### config.mk
export PLATFORM = sky130hd
export DESIGN_NAME = analog_presence_debounce_bank_top
export DESIGN_NICKNAME = d
export VERILOG_FILES = /design/src/hw/rtl/apdb_pkg.sv /design/src/hw/rtl/apdb_fifo.sv /design/src/hw/rtl/apdb_front.sv /design/src/hw/rtl/apdb_back.sv /design/src/hw/rtl/analog_presence_debounce_bank_top.sv
export SDC_FILE = /design/constraint.sdc
export NUM_CORES = 1
export LEC_CHECK = 0
export ABC_AREA = 1
export BUFFER_PORTS_ARGS = -buffer_cell sky130_fd_sc_hd__buf_4
export CORE_MARGIN = 3
export CORE_UTILIZATION = 61
export DETAILED_ROUTE_END_ITERATION = 8
export PLACE_DENSITY = 0.8
export SKIP_LAST_GASP = 1
export SLEW_MARGIN = 10
export SYNTH_ARGS = -nofsm -noshare
export SYNTH_HDL_FRONTEND = slang
export SYNTH_SLANG_ARGS = --single-unit
### constraint.sdc
create_clock -name clock -period 8 [get_ports clock]
set_input_delay 0.4 -clock clock [delete_from_list [all_inputs] [get_ports clock]]
set_output_delay 0.4 -clock clock [all_outputs]
set_load 0.01 [all_outputs]
### src/hw/rtl/apdb_pkg.sv
// Package for the analog presence debounce bank.
// Holds widths, reset values, register indexes, phase codes and the item types.
// No dependencies.
`timescale 1ns / 1ps

package apdb_pkg;

   localparam int SENSOR_COUNT_DEF = 6;
   localparam int THRESH_REGS      = 6;
   localparam int INDEX_W          = 3;
   localparam int SAMPLE_W         = 10;
   localparam int TIME_W           = 32;
   localparam int DELAY_W          = 16;
   localparam int MASK_W           = 6;
   localparam int CSR_INDEX_W      = 3;
   localparam int CSR_DATA_W       = 16;
   localparam int QUEUE_DEPTH      = 2;

   localparam logic [SAMPLE_W-1:0] RESET_THRESHOLD = SAMPLE_W'(512);
   localparam logic [DELAY_W-1:0]  RESET_SETTLE    = DELAY_W'(1000);

   // Register indexes 0 to 5 are the per-sensor thresholds.
   localparam logic [CSR_INDEX_W-1:0] REG_THRESHOLD0   = CSR_INDEX_W'(0);
   localparam logic [CSR_INDEX_W-1:0] REG_SETTLE_DELAY = CSR_INDEX_W'(6);

   typedef enum logic [1:0] {
      PH_CLEAR    = 2'd0,
      PH_CAPPING  = 2'd1,
      PH_CAPPED   = 2'd2,
      PH_CLEARING = 2'd3
   } phase_type;

   // Classified sample, passed from the front part to the back part.
   typedef struct packed {
      logic [INDEX_W-1:0] sensor;
      logic               in_range;
      logic               covered;
      logic [TIME_W-1:0]  now_ms;
      logic [TIME_W-1:0]  host_time;
   } front_item_type;

   typedef struct packed {
      logic [INDEX_W-1:0] out_sensor;
      phase_type          sensor_state;
      logic               report_valid;
      logic               report_covered;
      logic [TIME_W-1:0]  report_stamp;
      logic [MASK_W-1:0]  covered_mask;
   } result_type;

endpackage

### src/hw/rtl/apdb_fifo.sv
// Small first-in first-out queue of registers.
// Used between the front and back parts and on the result side. No dependencies.
`timescale 1ns / 1ps

module apdb_fifo #(
   parameter int WIDTH = 8,
   parameter int DEPTH = 2
) (
   input  logic             clock,
   input  logic             reset,
   input  logic             push,
   input  logic [WIDTH-1:0] push_data,
   output logic             full,
   input  logic             pop,
   output logic [WIDTH-1:0] pop_data,
   output logic             empty
);

   localparam int PTR_W = (DEPTH > 1) ? $clog2(DEPTH) : 1;
   localparam int CNT_W = $clog2(DEPTH + 1);
   localparam logic [PTR_W-1:0] LAST = PTR_W'(DEPTH - 1);

   logic [WIDTH-1:0] store_ff [DEPTH];
   logic [PTR_W-1:0] wr_ptr_ff, wr_ptr_in;
   logic [PTR_W-1:0] rd_ptr_ff, rd_ptr_in;
   logic [CNT_W-1:0] count_ff, count_in;
   logic             do_push, do_pop;

   assign full     = (count_ff == CNT_W'(DEPTH));
   assign empty    = (count_ff == '0);
   assign pop_data = store_ff[rd_ptr_ff];
   assign do_push  = push && !full;
   assign do_pop   = pop && !empty;

   always_comb begin
      wr_ptr_in = wr_ptr_ff;
      rd_ptr_in = rd_ptr_ff;
      count_in  = count_ff;
      if (do_push) begin
         wr_ptr_in = (wr_ptr_ff == LAST) ? '0 : wr_ptr_ff + 1'b1;
      end
      if (do_pop) begin
         rd_ptr_in = (rd_ptr_ff == LAST) ? '0 : rd_ptr_ff + 1'b1;
      end
      if (do_push && !do_pop) begin
         count_in = count_ff + 1'b1;
      end else if (do_pop && !do_push) begin
         count_in = count_ff - 1'b1;
      end
   end

   always_ff @(posedge clock) begin
      if (reset) begin
         wr_ptr_ff <= '0;
         rd_ptr_ff <= '0;
         count_ff  <= '0;
      end else begin
         wr_ptr_ff <= wr_ptr_in;
         rd_ptr_ff <= rd_ptr_in;
         count_ff  <= count_in;
      end
   end

   always_ff @(posedge clock) begin
      if (do_push) begin
         store_ff[wr_ptr_ff] <= push_data;
      end
   end

endmodule

### src/hw/rtl/apdb_front.sv
// Front part: configuration registers and sample classification.
// Compares each sample with its sensor's threshold. Depends on apdb_pkg.
`timescale 1ns / 1ps

module apdb_front #(
   parameter int SENSOR_COUNT = apdb_pkg::SENSOR_COUNT_DEF
) (
   input  logic                               clock,
   input  logic                               reset,
   input  logic                               csr_valid,
   input  logic [apdb_pkg::CSR_INDEX_W-1:0]   csr_index,
   input  logic [apdb_pkg::CSR_DATA_W-1:0]    csr_data,
   input  logic [apdb_pkg::INDEX_W-1:0]       sensor_index,
   input  logic [apdb_pkg::SAMPLE_W-1:0]      sample,
   input  logic [apdb_pkg::TIME_W-1:0]        now_ms,
   input  logic [apdb_pkg::TIME_W-1:0]        host_time,
   output apdb_pkg::front_item_type           item,
   output logic [apdb_pkg::DELAY_W-1:0]       settle_delay
);

   localparam int ACTIVE = (SENSOR_COUNT < apdb_pkg::THRESH_REGS) ?
                           SENSOR_COUNT : apdb_pkg::THRESH_REGS;

   logic [apdb_pkg::SAMPLE_W-1:0] thresh_ff [apdb_pkg::THRESH_REGS];
   logic [apdb_pkg::DELAY_W-1:0]  settle_ff;
   logic [apdb_pkg::SAMPLE_W-1:0] thresh_sel;

   assign settle_delay = settle_ff;

   always_ff @(posedge clock) begin
      if (reset) begin
         for (int i = 0; i < apdb_pkg::THRESH_REGS; i++) begin
            thresh_ff[i] <= apdb_pkg::RESET_THRESHOLD;
         end
         settle_ff <= apdb_pkg::RESET_SETTLE;
      end else if (csr_valid) begin
         for (int i = 0; i < apdb_pkg::THRESH_REGS; i++) begin
            if (csr_index == apdb_pkg::REG_THRESHOLD0 + apdb_pkg::CSR_INDEX_W'(i)) begin
               thresh_ff[i] <= csr_data[apdb_pkg::SAMPLE_W-1:0];
            end
         end
         if (csr_index == apdb_pkg::REG_SETTLE_DELAY) begin
            settle_ff <= csr_data[apdb_pkg::DELAY_W-1:0];
         end
      end
   end

   always_comb begin
      thresh_sel = '0;
      for (int i = 0; i < apdb_pkg::THRESH_REGS; i++) begin
         if (sensor_index == apdb_pkg::INDEX_W'(i)) begin
            thresh_sel = thresh_ff[i];
         end
      end
      item.sensor    = sensor_index;
      item.in_range  = (sensor_index < apdb_pkg::INDEX_W'(ACTIVE));
      item.covered   = (sample < thresh_sel);
      item.now_ms    = now_ms;
      item.host_time = host_time;
   end

endmodule

### src/hw/rtl/apdb_back.sv
// Back part: per-sensor debounce phases, settle timing and report generation.
// Takes classified samples from the inner queue. Depends on apdb_pkg.
`timescale 1ns / 1ps

module apdb_back #(
   parameter int SENSOR_COUNT = apdb_pkg::SENSOR_COUNT_DEF
) (
   input  logic                          clock,
   input  logic                          reset,
   input  apdb_pkg::front_item_type      in_item,
   input  logic                          in_empty,
   output logic                          in_pop,
   input  logic [apdb_pkg::DELAY_W-1:0]  settle_delay,
   input  logic                          out_full,
   output logic                          out_push,
   output apdb_pkg::result_type          out_item
);

   localparam int ACTIVE = (SENSOR_COUNT < apdb_pkg::THRESH_REGS) ?
                           SENSOR_COUNT : apdb_pkg::THRESH_REGS;
   localparam int IDX_W  = (ACTIVE > 1) ? $clog2(ACTIVE) : 1;

   apdb_pkg::phase_type         phase_ff [ACTIVE];
   logic [apdb_pkg::TIME_W-1:0] start_ff [ACTIVE];
   logic [apdb_pkg::MASK_W-1:0] levels_ff, levels_in;

   logic [IDX_W-1:0]            idx;
   apdb_pkg::phase_type         ph_cur, ph_next;
   logic [apdb_pkg::TIME_W-1:0] elapsed;
   logic                        settled, restart, report, fire;

   assign fire     = !in_empty && !out_full;
   assign in_pop   = fire;
   assign out_push = fire;

   always_comb begin
      idx     = in_item.in_range ? in_item.sensor[IDX_W-1:0] : '0;
      ph_cur  = phase_ff[idx];
      elapsed = in_item.now_ms - start_ff[idx];
      settled = elapsed > apdb_pkg::TIME_W'(settle_delay);
      ph_next = ph_cur;
      restart = 1'b0;
      report  = 1'b0;
      // A pending phase that sees the opposite reading flips straight to the
      // other pending phase; only a settled pending phase reports.
      case (ph_cur)
         apdb_pkg::PH_CLEAR: begin
            if (in_item.covered) begin
               ph_next = apdb_pkg::PH_CAPPING;
               restart = 1'b1;
            end
         end
         apdb_pkg::PH_CAPPING: begin
            if (!in_item.covered) begin
               ph_next = apdb_pkg::PH_CLEARING;
               restart = 1'b1;
            end else if (settled) begin
               ph_next = apdb_pkg::PH_CAPPED;
               restart = 1'b1;
               report  = 1'b1;
            end
         end
         apdb_pkg::PH_CAPPED: begin
            if (!in_item.covered) begin
               ph_next = apdb_pkg::PH_CLEARING;
               restart = 1'b1;
            end
         end
         apdb_pkg::PH_CLEARING: begin
            if (in_item.covered) begin
               ph_next = apdb_pkg::PH_CAPPING;
               restart = 1'b1;
            end else if (settled) begin
               ph_next = apdb_pkg::PH_CLEAR;
               restart = 1'b1;
               report  = 1'b1;
            end
         end
         default: begin
            ph_next = apdb_pkg::PH_CLEAR;
         end
      endcase
      if (!in_item.in_range) begin
         ph_next = apdb_pkg::PH_CLEAR;
         restart = 1'b0;
         report  = 1'b0;
      end

      levels_in = levels_ff;
      if (report) begin
         levels_in[in_item.sensor] = in_item.covered;
      end

      out_item.out_sensor     = in_item.sensor;
      out_item.sensor_state   = ph_next;
      out_item.report_valid   = report;
      out_item.report_covered = report && in_item.covered;
      out_item.report_stamp   = report ? in_item.host_time : '0;
      out_item.covered_mask   = levels_in;
   end

   always_ff @(posedge clock) begin
      if (reset) begin
         for (int i = 0; i < ACTIVE; i++) begin
            phase_ff[i] <= apdb_pkg::PH_CLEAR;
            start_ff[i] <= '0;
         end
         levels_ff <= '0;
      end else if (fire && in_item.in_range) begin
         phase_ff[idx] <= ph_next;
         if (restart) begin
            start_ff[idx] <= in_item.now_ms;
         end
         levels_ff <= levels_in;
      end
   end

endmodule

### src/hw/rtl/analog_presence_debounce_bank_top.sv
// Top level of the analog presence debounce bank.
// Instantiates apdb_front, two apdb_fifo queues and apdb_back; uses apdb_pkg.
//
//   channel   ports                     transfer when
//   --------  ------------------------  -----------------------------
//   request   req_push / req_full       req_push && !req_full
//   response  rsp_pop / rsp_empty       rsp_pop && !rsp_empty
//   csr       csr_valid / csr_ready     csr_valid && csr_ready (ready is 1)
//
// One sample per cycle is sustained while the response side does not stall. A sample's response
// is registered in the inner queue and then in the result queue before it reaches the rsp_ ports.
// The back part reads and updates a sensor's phase and start time in the
// same cycle, so consecutive samples of one sensor need no bypass.
// Reset is synchronous; both queues come out empty.
// A stalled response side fills the result queue, then the inner queue, then raises req_full.
`timescale 1ns / 1ps

module analog_presence_debounce_bank_top #(
   parameter int SENSOR_COUNT = apdb_pkg::SENSOR_COUNT_DEF
) (
   input  logic                              clock,
   input  logic                              reset,
   input  logic                              req_push,
   output logic                              req_full,
   input  logic [apdb_pkg::INDEX_W-1:0]      req_sensor_index,
   input  logic [apdb_pkg::SAMPLE_W-1:0]     req_sample,
   input  logic [apdb_pkg::TIME_W-1:0]       req_now_ms,
   input  logic [apdb_pkg::TIME_W-1:0]       req_host_time,
   output logic                              rsp_empty,
   input  logic                              rsp_pop,
   output logic [apdb_pkg::INDEX_W-1:0]      rsp_out_sensor,
   output logic [1:0]                        rsp_sensor_state,
   output logic                              rsp_report_valid,
   output logic                              rsp_report_covered,
   output logic [apdb_pkg::TIME_W-1:0]       rsp_report_stamp,
   output logic [apdb_pkg::MASK_W-1:0]       rsp_covered_mask,
   input  logic                              csr_valid,
   output logic                              csr_ready,
   input  logic [apdb_pkg::CSR_INDEX_W-1:0]  csr_index,
   input  logic [apdb_pkg::CSR_DATA_W-1:0]   csr_data
);

   localparam int ITEM_W   = $bits(apdb_pkg::front_item_type);
   localparam int RESULT_W = $bits(apdb_pkg::result_type);

   apdb_pkg::front_item_type      front_item, back_item;
   apdb_pkg::result_type          back_result, head_result;
   logic [apdb_pkg::DELAY_W-1:0]  settle_delay;
   logic                          mid_empty, mid_pop;
   logic                          out_full, out_push;
   logic [ITEM_W-1:0]             mid_head;
   logic [RESULT_W-1:0]           out_head;

   assign csr_ready = 1'b1;

   apdb_front #(
      .SENSOR_COUNT(SENSOR_COUNT)
   ) u_front (
      .clock        (clock),
      .reset        (reset),
      .csr_valid    (csr_valid),
      .csr_index    (csr_index),
      .csr_data     (csr_data),
      .sensor_index (req_sensor_index),
      .sample       (req_sample),
      .now_ms       (req_now_ms),
      .host_time    (req_host_time),
      .item         (front_item),
      .settle_delay (settle_delay)
   );

   apdb_fifo #(
      .WIDTH(ITEM_W),
      .DEPTH(apdb_pkg::QUEUE_DEPTH)
   ) u_mid_queue (
      .clock     (clock),
      .reset     (reset),
      .push      (req_push),
      .push_data (front_item),
      .full      (req_full),
      .pop       (mid_pop),
      .pop_data  (mid_head),
      .empty     (mid_empty)
   );

   assign back_item = apdb_pkg::front_item_type'(mid_head);

   apdb_back #(
      .SENSOR_COUNT(SENSOR_COUNT)
   ) u_back (
      .clock        (clock),
      .reset        (reset),
      .in_item      (back_item),
      .in_empty     (mid_empty),
      .in_pop       (mid_pop),
      .settle_delay (settle_delay),
      .out_full     (out_full),
      .out_push     (out_push),
      .out_item     (back_result)
   );

   apdb_fifo #(
      .WIDTH(RESULT_W),
      .DEPTH(apdb_pkg::QUEUE_DEPTH)
   ) u_out_queue (
      .clock     (clock),
      .reset     (reset),
      .push      (out_push),
      .push_data (back_result),
      .full      (out_full),
      .pop       (rsp_pop),
      .pop_data  (out_head),
      .empty     (rsp_empty)
   );

   assign head_result        = apdb_pkg::result_type'(out_head);
   assign rsp_out_sensor     = head_result.out_sensor;
   assign rsp_sensor_state   = head_result.sensor_state;
   assign rsp_report_valid   = head_result.report_valid;
   assign rsp_report_covered = head_result.report_covered;
   assign rsp_report_stamp   = head_result.report_stamp;
   assign rsp_covered_mask   = head_result.covered_mask;

endmodule

==> impl_metrics.yaml, run 1 <==
logic_synthesis:
  synth_xor_area_share_pct: 0.443
  yosysWarnings: 0
  synth_cell_types: 53
  synth_edf_count: 560
  synthAdderAreaFrac_pct: 2.69
  yosysTopAreaCell: "edfxtp_1"
  netlist_area_sq_um: 27700
  netlist.area_leader.share_pct: 60.8
  synth-seq-cells: 592
  syn-num-nets: 2755
  synth_compound_area_share_pct: 7.54
  syn_area_per_cell_sq_um: 10.7
  synth_top_family_by_area: "simple AND/OR/NAND/NOR gates"
  synth_flop_cell: "edfxtp_1"
  postSynth.asyncResetShare_pct: 0
  synthMuxAreaShare_pct: 2.77
  synthCells: 2595
  synth-simple-area-share_pct: 17.7
  seq_area_frac_synth_pct: 63.1
  synth.area.top_cells: "edfxtp_1 61%, nand2_1 6.5%, nor2_1 5.7%"
global_routing:
  grtUsageMet1_pct: 37.7
  grt_usage_pct: 28.9
  top_usage_layer: "met2"
  use_met2_pct: 49.7
  met3_usage_pct: 4.83
  antenna_found_initial: 2
  grt_pass1_wl_mm: 107
  overflow: 0
  grt_start_max_net_pins: 144
  first_global_vias: 19600
outcome:
  status: "finished, final reports clean"
route:
  finalWirelength_mm: 69.6
  wl_per_cell_um: 20.3
  drc: 0
  via_per_inst: 5.81
  vias: 19900
  firstDrtPassIters: 6
  drt_iter0_drc: 1878
  final_antenna_net_count: 0
final_layout:
  finish.net_count: 2954
  area_growth_pct: 15.2
  final_cell_area_sq_um: 31900
  fillerInstances: 3040
  layout-drive-gt1-share_pct: 14.9
  layout_commonest_cell: "edfxtp_1"
  post-route-util_pct: 71.6
  most-common-layout-cells: "560 x edfxtp_1, 478 x nand2_1, 415 x nor2_1"
clocking:
  cts_resized: 0
  cts_tree: "built"
  clk_pin_slew_ps: 60
  cts_root_buf: "clkbuf_16"
  h-tree-depth: 2
  cts_made_buffers: 57
  clock-sinks: 592
  clkLatencyLatePin_ps: 610
  cts_max_path_buffers: 3
floorplanning:
  core_area_sq_um: 44500
  die_x_um: 219
  start_util_pct: 62.2
  fp.dieArea_sq_um: 48000
  pin_count: 149
  num_rows: 77
  die_y_um: 219
sta:
  period_share_pct: 81.5
  fin_tns_setup_ps: 0
  rsz0062_at_grt: "no"
  slew_viol_final: 0
  fin_crit_ps: 6520
  holdWs_ps: 32.1
  hold_viol: 0
  max_slew_margin_pct: 22.6
  fin_skew_ps: 17.7
  finalSetupViolCount: 0
  max_freq_ghz: 0.153
  tightest_slew_ps: 1160
worst_setup_path:
  required_ps: 8250
  cp_num_buf_inv: 4
  r2r_slack_ps: 1480
  slowest_stage: "dfxtp_4"
  cp.arrival_ps: 6770
  cpLargestDelayFamily: "simple AND/OR/NAND/NOR gates"
  worstSetupPathType: "reg2reg"
  cp-end-kind: "register"
  worst_path_most_repeated_cell: "nand2_1"
  cp_slowest_stage_delay_ps: 440
  path_max_fanout: 143
  start_kind: "register"
flow_run:
  drv_cap: 0
power_and_ir_drop:
  power_density_nw_per_um2: 412
  finalPower_mw: 13.1
  power.leakage_nw: 12.6
  ir_worst_vdd_mv: 0.277
placed_design:
  placed_area_sq_um: 29400
  place_hpwl_mm: 46.2
  place_congestion: 1.00
  io_buffers: 147
hold_path:
  hp-class: "in2reg"
-- worst reg2reg max path, delay by kind of cell, from the launching register on --
kind / cells / cell delay (ps)
fa+ha+maj: 2 / 740
flops: 1 / 440
xor+xnor: 1 / 220
buf+inv: 4 / 960
simple gates: 22 / 3060
compound gates: 5 / 710
-- metal layers --
metal / routed length [um] / part of all wire, % / up-vias
met5: 0 / 0 / -
met2: 34800 / 50 / 962
met4: 1970 / 2.8 / 0
li1: - / - / 9306
met1: 27100 / 39 / 9529
met3: 5660 / 8.1 / 145
-- synth_stat cells, drive strengths merged (16+ instances only) --
master and instances:
o31ai 28, o311ai 25, mux2 45, dfxtp 32
a21oi 89, edfxtp 560, a221oi 16, nand4 23
inv 272, or2 62, o21ai 88, buf 35
mux2i 26, clkbuf 71, o211ai 63, nor2 438
nand3 109, ha 58, nand2 490
-- cell type report --
| type | instances | area (sq um) | share of cell area (%) |
|---|---|---|---|
| repair buffers | 246 | 2080 | 6.53 |
| well taps | 592 | 741 | 2.32 |
| clock buffers | 68 | 1480 | 4.64 |
| inverters | 279 | 1050 | 3.29 |
| diodes | 2 | 5.00 | 0.0157 |
| multi-input cells | 1618 | 8680 | 27.2 |
| clock inverters | 38 | 378 | 1.19 |
| flip-flops and latches | 592 | 17500 | 54.8 |
-- where the power goes --
part / leakage (nW) / switching, mW / internal [mW] / total, mW
sequential: 5.74 / 0.171 / 4.08 / 4.26
combinational: 6.00 / 4.22 / 2.01 / 6.23
clock: 0.907 / 1.12 / 1.54 / 2.66
total: 12.6 / 5.51 / 7.63 / 13.1
-- timing repair --
| action | in CTS | in global routing |
|---|---|---|
| buffers inserted | 0 | 0 |
| endpoints found under the setup margin | 0 | 0 |
| endpoints found under the hold margin | 128 | 0 |
| hold buffers | 64 | 0 |
-- stage by stage --
stage                     instances  setup slack [ps]
after global placement         3263              1690
after floorplan                2595              1670
after detailed placement       3263              1560
final                          3435              1480
after CTS                      3433              1520
after global routing           3435               835
-- registers in the layout, summed over array words and instances (netlist names), named ones only --
name	flops
u_out_queue.store_ff	90
u_front.thresh_ff	60
u_back.levels_ff	6
u_back.start_ff	256
u_mid_queue.store_ff	138
u_mid_queue.rd_ptr_ff	1
u_mid_queue.wr_ptr_ff	1
u_mid_queue.count_ff	2
u_out_queue.rd_ptr_ff	1
u_front.settle_delay	16
u_back.phase_ff	16
u_out_queue.wr_ptr_ff	1
u_out_queue.count_ff	2
-- logic make-up after synthesis --
family / after synthesis
mux: 71
buf+inv: 385
simple gates: 1147
other cells: 1
fa+ha+maj: 59
flops: 592
xor+xnor: 14
compound gates: 326
-- worst paths after layout --
path,startpoint,to,depth (start not counted)
setup reg to reg,register,u_back.start_ff[1][12],34
hold reg to reg,u_mid_queue.rd_ptr_ff,register,1
setup / recovery,register,u_back.start_ff[1][12],34
hold / removal,csr_data[3],u_front.settle_delay[3],3
Power figures use the tool's default switching activity.
==> inputs of run 2 (changes only) <==
--- a/config.mk
+++ b/config.mk
@@ -5,7 +5,7 @@
 export SDC_FILE = /design/constraint.sdc
 export NUM_CORES = 1
 export LEC_CHECK = 0
-export ABC_AREA = 1
+export ABC_AREA = 0
 export BUFFER_PORTS_ARGS = -buffer_cell sky130_fd_sc_hd__buf_4
 export CORE_MARGIN = 3
 export CORE_UTILIZATION = 61
==> constraint.sdc (replaced) <==
create_clock -name clock -period 6.7 [get_ports clock]
set_input_delay 0.335 -clock clock [delete_from_list [all_inputs] [get_ports clock]]
set_output_delay 0.335 -clock clock [all_outputs]
set_load 0.01 [all_outputs]
==> impl_metrics.yaml, run 2 <==
outcome:
  status: "finished, final reports clean"
clocking:
  clock-sinks: 592
  cts_tree: "built"
  cts_root_buf: "clkbuf_16"
  clk_pin_slew_ps: 60
  cts_made_buffers: 57
  clkLatencyLatePin_ps: 630
  h-tree-depth: 2
  cts_max_path_buffers: 3
sta:
  tightest_slew_ps: 1120
  fin_tns_setup_ps: 0
  rsz0062_at_grt: "yes"
  fin_crit_ps: 6610
  max_slew_margin_pct: 25.6
  max_freq_ghz: 0.151
  fin_skew_ps: 20.8
  finalSetupViolCount: 0
  slew_viol_final: 0
  hold_viol: 0
  worst_slack_ps: 92.2
  period_share_pct: 98.6
worst_setup_path:
  slowest_stage: "or4_1"
  r2r_cells: 27
  worstSetupPathType: "reg2reg"
  rr_endpoint: "u_back.phase_ff[5][1]"
  r2r_slack_ps: 90
  required_ps: 7160
  path_max_fanout: 13
  cp-end-kind: "register"
  cp_slowest_stage_delay_ps: 550
  cp.arrival_ps: 7060
  start_kind: "register"
final_layout:
  layout-drive-gt1-share_pct: 20.2
  regMostFlops: "u_back.start_ff"
  largest_register_ffs: 256
  fillerInstances: 2813
  finish.net_count: 2668
  stdcell_count: 3146
  most-common-layout-cells: "560 x edfxtp_1, 274 x nand2_1, 234 x buf_4"
  final_cell_area_sq_um: 33000
  area_growth_pct: 18.9
  top_regs: "u_back.start_ff (256), u_mid_queue.store_ff (138), u_out_queue.store_ff (90)"
  layout_commonest_cell: "edfxtp_1"
  diodes: 0
logic_synthesis:
  yosysWarnings: 0
  synthTopCellsByCount: "560 x edfxtp_1, 277 x nand2_1, 185 x nor3_1"
  postSynth.asyncResetShare_pct: 0
  netlist.area_leader.share_pct: 60.6
  synth_edf_count: 560
  yosysTopAreaCell: "edfxtp_1"
  synth.area.top_cells: "edfxtp_1 61%, nand2_1 3.7%, nor3_1 3.3%"
  synthCells: 2263
  synth_cell_types: 86
  yosysMostFrequentCell: "edfxtp_1"
  synth-seq-cells: 592
  syn_area_per_cell_sq_um: 12.3
  synth_flop_cell: "edfxtp_1"
  netlist_area_sq_um: 27700
  seq_area_frac_synth_pct: 62.9
  syn-num-nets: 2423
global_routing:
  grt_usage_pct: 28.6
  grt_pass1_wl_mm: 106
  overflow: 0
  first_global_vias: 19600
  grt_start_max_net_pins: 70
  antenna_found_initial: 0
floorplanning:
  fp.dieArea_sq_um: 48100
  die_x_um: 219
  num_rows: 77
  start_util_pct: 62.2
  die_y_um: 219
  pin_count: 149
  core_area_sq_um: 44600
hold_path:
  hold_end: "u_front.thresh_ff[0][59]"
  hp-class: "in2reg"
  min_from: "csr_data[9]"
  worst_hold_path.num_cells: 2
power_and_ir_drop:
  power.leakage_nw: 12.0
  power_density_nw_per_um2: 435
  ir_worst_vdd_mv: 0.266
placed_design:
  io_buffers: 147
  place_hpwl_mm: 44.2
  placed_area_sq_um: 30000
  post-place-cells: 2946
  dp_slack_ps: -134
  place_congestion: 0.953
route:
  drt_iter0_drc: 2055
  via_per_inst: 6.30
  vias: 19800
  wl_per_cell_um: 22.2
  drc: 0
  finalWirelength_mm: 70.0
  firstDrtPassIters: 6
  final_antenna_net_count: 0
flow_run:
  drv_cap: 0
## run 2: cell types whose count changed in the layout (fill, tap and decap cells not counted), sizes merged, moves of 56 or more
cell   delta
nor2    -316
nand2   -212
inv     -184
nor3    +171
buf      +72
and2     +58
or2      -56
## run 2: cells by family (layout without fill, tap and decap cells)
kind of cell             after synthesis  after routing  share of synthesized area [%]
multiplexers                         174            174                           8.02
buffers and inverters                233            524                           3.53
XOR/XNOR                              29             29                          0.916
adder cells (fa/ha/maj)               59             59                           2.69
AND/OR/NAND/NOR                      852            852                           14.5
AO/OA/AOI/OAI                        323            323                           7.45
other                                  1              1                         0.0135
flip-flops                           592            592                           62.9
## run 2: layout make-up
cell class / instances / area [sq um] / share of cell area, %
clock buffer: 68 / 1490 / 4.51
clock inverter: 37 / 442 / 1.34
inverter: 88 / 332 / 1.01
multi-input combinational: 1438 / 9640 / 29.2
sequential: 592 / 17500 / 52.9
tap: 592 / 741 / 2.25
timing repair buffer: 331 / 2880 / 8.73
## run 2: repair_timing
| action | CTS | global route |
|---|---|---|
| setup buffers | 0 | 18 |
| hold buffers | 77 | 0 |
| setup endpoints to repair | 330 | 481 |
| gates cloned | 0 | 0 |
| endpoints found under the hold margin | 142 | 0 |
| pin swaps | 2 | 25 |
| resized for setup | 6 | 45 |
## run 2: metal layers
metal  part of all wire [%]  GRT usage [%]  vias to the layer above
met4                    4.0           11.5                        0
met2                     50           49.2                     1113
met1                     37           36.5                     9565
li1                       -              -                     8921
met5                      0              0                        -
met3                    9.1           4.68                      218
## run 2: worst max-delay path by stage
stage / startpoint / endpoint / depth (start not counted) / slack (ps)
after floorplan: register / u_back.start_ff[6][0] / 32 / 2
after CTS: u_mid_queue.store_ff[0][66] / u_back.phase_ff[7][1] / 26 / 10
final: register / u_back.phase_ff[5][1] / 27 / 90
after global routing: u_mid_queue.store_ff[0][66] / u_back.phase_ff[6][1] / 23 / -180
after global placement: u_mid_queue.store_ff[0][66] / u_back.phase_ff[6][1] / 24 / 20
after detailed placement: u_mid_queue.store_ff[0][66] / u_back.phase_ff[7][1] / 23 / -130
## run 2: power breakdown
group,total (mW),switching [mW],internal [mW]
clock network,3.27,1.37,1.90
logic,6.17,3.73,2.43
registers,4.92,0.193,4.72
total,14.4,5.30,9.06
## run 2: metrics by stage
| step | hold slack (ps) | total power, mW | utilization (%) |
|---|---|---|---|
| 6_report | 41.7 | 14.4 | 73.9 |
| 5_1_grt | 35.9 | 15.1 | 73.9 |
| 4_1_cts | 1.53 | 14.1 | 73.3 |
| 3_5_place_dp | 452 | 10.7 | 67.1 |
| 3_3_place_gp | 447 | 10.6 | 67.1 |
| 2_1_floorplan | 434 | 8.91 | - |
## run 2: worst max-delay path: cells and delay by family, from the launching register on
family | cells | cell delay [ps]
adder cells (fa/ha/maj) | 3 | 860
AO/OA/AOI/OAI | 9 | 1740
XOR/XNOR | 1 | 130
flip-flops | 1 | 370
buffers and inverters | 1 | 150
AND/OR/NAND/NOR | 13 | 3180
==> inputs of run 3 (changes only) <==
--- a/config.mk
+++ b/config.mk
@@ -11,6 +11,7 @@
 export CORE_UTILIZATION = 61
 export DETAILED_ROUTE_END_ITERATION = 8
 export PLACE_DENSITY = 0.8
+export RECOVER_POWER = 100
 export SKIP_LAST_GASP = 1
 export SLEW_MARGIN = 10
 export SYNTH_ARGS = -nofsm -noshare
==> impl_metrics.yaml, run 3 (synthesized netlist as in run 2, its figures left out) <==
outcome:
  status: "finished with violations"
  violations: "capacitance limit, slew limit"
floorplanning:
  die_x_um: 219
  core_area_sq_um: 44600
  start_util_pct: 62.2
  num_rows: 77
  pin_count: 149
  fp.dieArea_sq_um: 48100
  die_y_um: 219
route:
  wl_per_cell_um: 22.2
  via_per_inst: 6.25
  firstDrtPassIters: 7
  drc: 0
  drt_iter0_drc: 2182
  final_antenna_net_count: 0
  vias: 19700
  finalWirelength_mm: 69.9
worst_setup_path:
  cp.arrival_ps: 7050
  worstSetupPathType: "reg2reg"
  crit-reg2reg-launch: "u_mid_queue.store_ff[0][65]"
  start_kind: "register"
  r2r_slack_ps: 110
  required_ps: 7160
  path_max_fanout: 27
  rr_endpoint: "u_back.phase_ff[5][1]"
  cp-end-kind: "register"
  r2r_cells: 22
clocking:
  h-tree-depth: 2
  clock-sinks: 592
  cts_made_buffers: 57
  cts_max_path_buffers: 3
  cts_tree: "built"
  clkLatencyLatePin_ps: 630
  cts_root_buf: "clkbuf_16"
  clk_pin_slew_ps: 60
sta:
  slew_viol_final: 29
  fin_skew_ps: 23.7
  hold_viol: 0
  finalSetupViolCount: 0
  fin_tns_setup_ps: 0
  period_share_pct: 98.4
  rsz0062_at_grt: "yes"
  fin_crit_ps: 6590
  tightest_slew_ps: 1740
  holdWs_ps: 39.8
  max_slew_margin_pct: -15.7
  max_freq_ghz: 0.152
final_layout:
  final-seq-area_sq_um: 17500
  layout-drive-gt1-share_pct: 19.1
  multi_input_area_sq_um: 9640
  regMostFlops: "u_back.start_ff"
  most-common-layout-cells: "560 x edfxtp_1, 274 x nand2_1, 185 x nor3_1"
  largest_register_ffs: 256
  area_growth_pct: 18.5
  final_cell_area_sq_um: 32900
  finish.net_count: 2668
  top_regs: "u_back.start_ff (256), u_mid_queue.store_ff (138), u_out_queue.store_ff (90)"
  layout_commonest_cell: "edfxtp_1"
  diodes: 0
  fillerInstances: 2845
power_and_ir_drop:
  p_switching_mw: 5.30
  intPower_mw: 9.05
  pwr-share-clk_pct: 22.9
  power_density_nw_per_um2: 436
  sw_frac_of_total_pct: 36.9
  ir_worst_vdd_mv: 0.265
  power.leakage_nw: 11.9
  seq_power_share_pct: 34.3
  pwr-share-comb_pct: 42.9
hold_path:
  hold_end: "u_front.thresh_ff[0][59]"
  min_from: "csr_data[9]"
  hp-class: "in2reg"
  worst_hold_path.num_cells: 2
global_routing:
  grt_usage_pct: 28.6
  antenna_found_initial: 0
  grt_start_max_net_pins: 70
  first_global_vias: 19600
  grt_pass1_wl_mm: 106
  overflow: 0
placed_design:
  place_congestion: 0.953
  place_hpwl_mm: 44.2
  io_buffers: 147
  placed_area_sq_um: 30000
flow_run:
  drv_cap: 1
-- run 3: cell types whose count changed in the layout (fill, tap and decap cells not counted), sizes merged --
cell / change
buf: -72
clkbuf: +72
-- run 3: what timing repair did --
item                                    CTS  global route
gates resized for setup                   6            45
setup buffers                             0            18
endpoints found under the setup margin  330           481
hold buffers                             77             0
pin swaps                                 2            25
hold endpoints to repair                142             0
-- run 3: layout make-up --
class                           instances  area share [%]
Clock buffer                           68            4.52
Tap cell                              592            2.25
Sequential cell                       592            53.1
Multi-Input combinational cell       1438            29.3
Inverter                               88            1.01
Clock inverter                         37            1.34
Timing Repair Buffer                  331            8.44
-- run 3: worst max-delay path by stage --
stage	from	end	slack (ps)	depth (start not counted)
after CTS	u_mid_queue.store_ff[0][66]	u_back.phase_ff[7][1]	10	26
final	u_mid_queue.store_ff[0][65]	u_back.phase_ff[5][1]	110	22
after global placement	u_mid_queue.store_ff[0][66]	u_back.phase_ff[6][1]	20	24
after detailed placement	u_mid_queue.store_ff[0][66]	u_back.phase_ff[7][1]	-130	23
after global routing	u_mid_queue.store_ff[0][66]	u_back.phase_ff[6][1]	-180	23
after floorplan	register	u_back.start_ff[6][0]	2	32
-- run 3: power groups by stage --
stage / Combinational (mW) / Clock (mW) / Sequential, mW
4_1_cts: 5.85 / 3.30 / 4.92
2_1_floorplan: 4.00 / 0 / 4.91
6_report: 6.15 / 3.28 / 4.92
3_3_place_gp: 5.62 / 0 / 4.95
5_1_grt: 6.68 / 3.46 / 4.96
3_5_place_dp: 5.74 / 0 / 4.99
-- run 3: metal layers --
| metal | share of wire (%) | up-vias | track usage [%] |
|---|---|---|---|
| met4 | 4.0 | 0 | 11.5 |
| met3 | 8.8 | 225 | 4.68 |
| met5 | 0 | - | 0 |
| li1 | - | 8920 | - |
| met1 | 37 | 9454 | 36.5 |
| met2 | 50 | 1061 | 49.2 |
-- run 3: stage by stage --
step / util, % / total power, mW / setup slack, ps / instances
after global routing: 73.7 / 15.1 / -182 / 3146
after CTS: 73.3 / 14.1 / 12.9 / 3128
after detailed placement: 67.1 / 10.7 / -134 / 2946
final: 73.7 / 14.3 / 108 / 3146
after global placement: 67.1 / 10.6 / 22.4 / 2946
after floorplan: - / 8.91 / 2.35 / 2263
-- run 3: critical path, cell delays in order (launching register included) --
cell and delay, ps:
edfxtp_1 440, nor2b_1 210, a32oi_4 400, buf_12 260, buf_6 260, a21oi_1 70, a31oi_1 280, ha_1 340
a21oi_1 210, o21a_1 210, nor3_1 80, nor3_1 210, xnor2_1 130, ha_1 330, nand4_1 160, or3_4 360
or3_4 330, a32oi_1 160, o21ai_1 110, or4_1 550, or4_4 530, o41a_1 520, a21oi_2 240
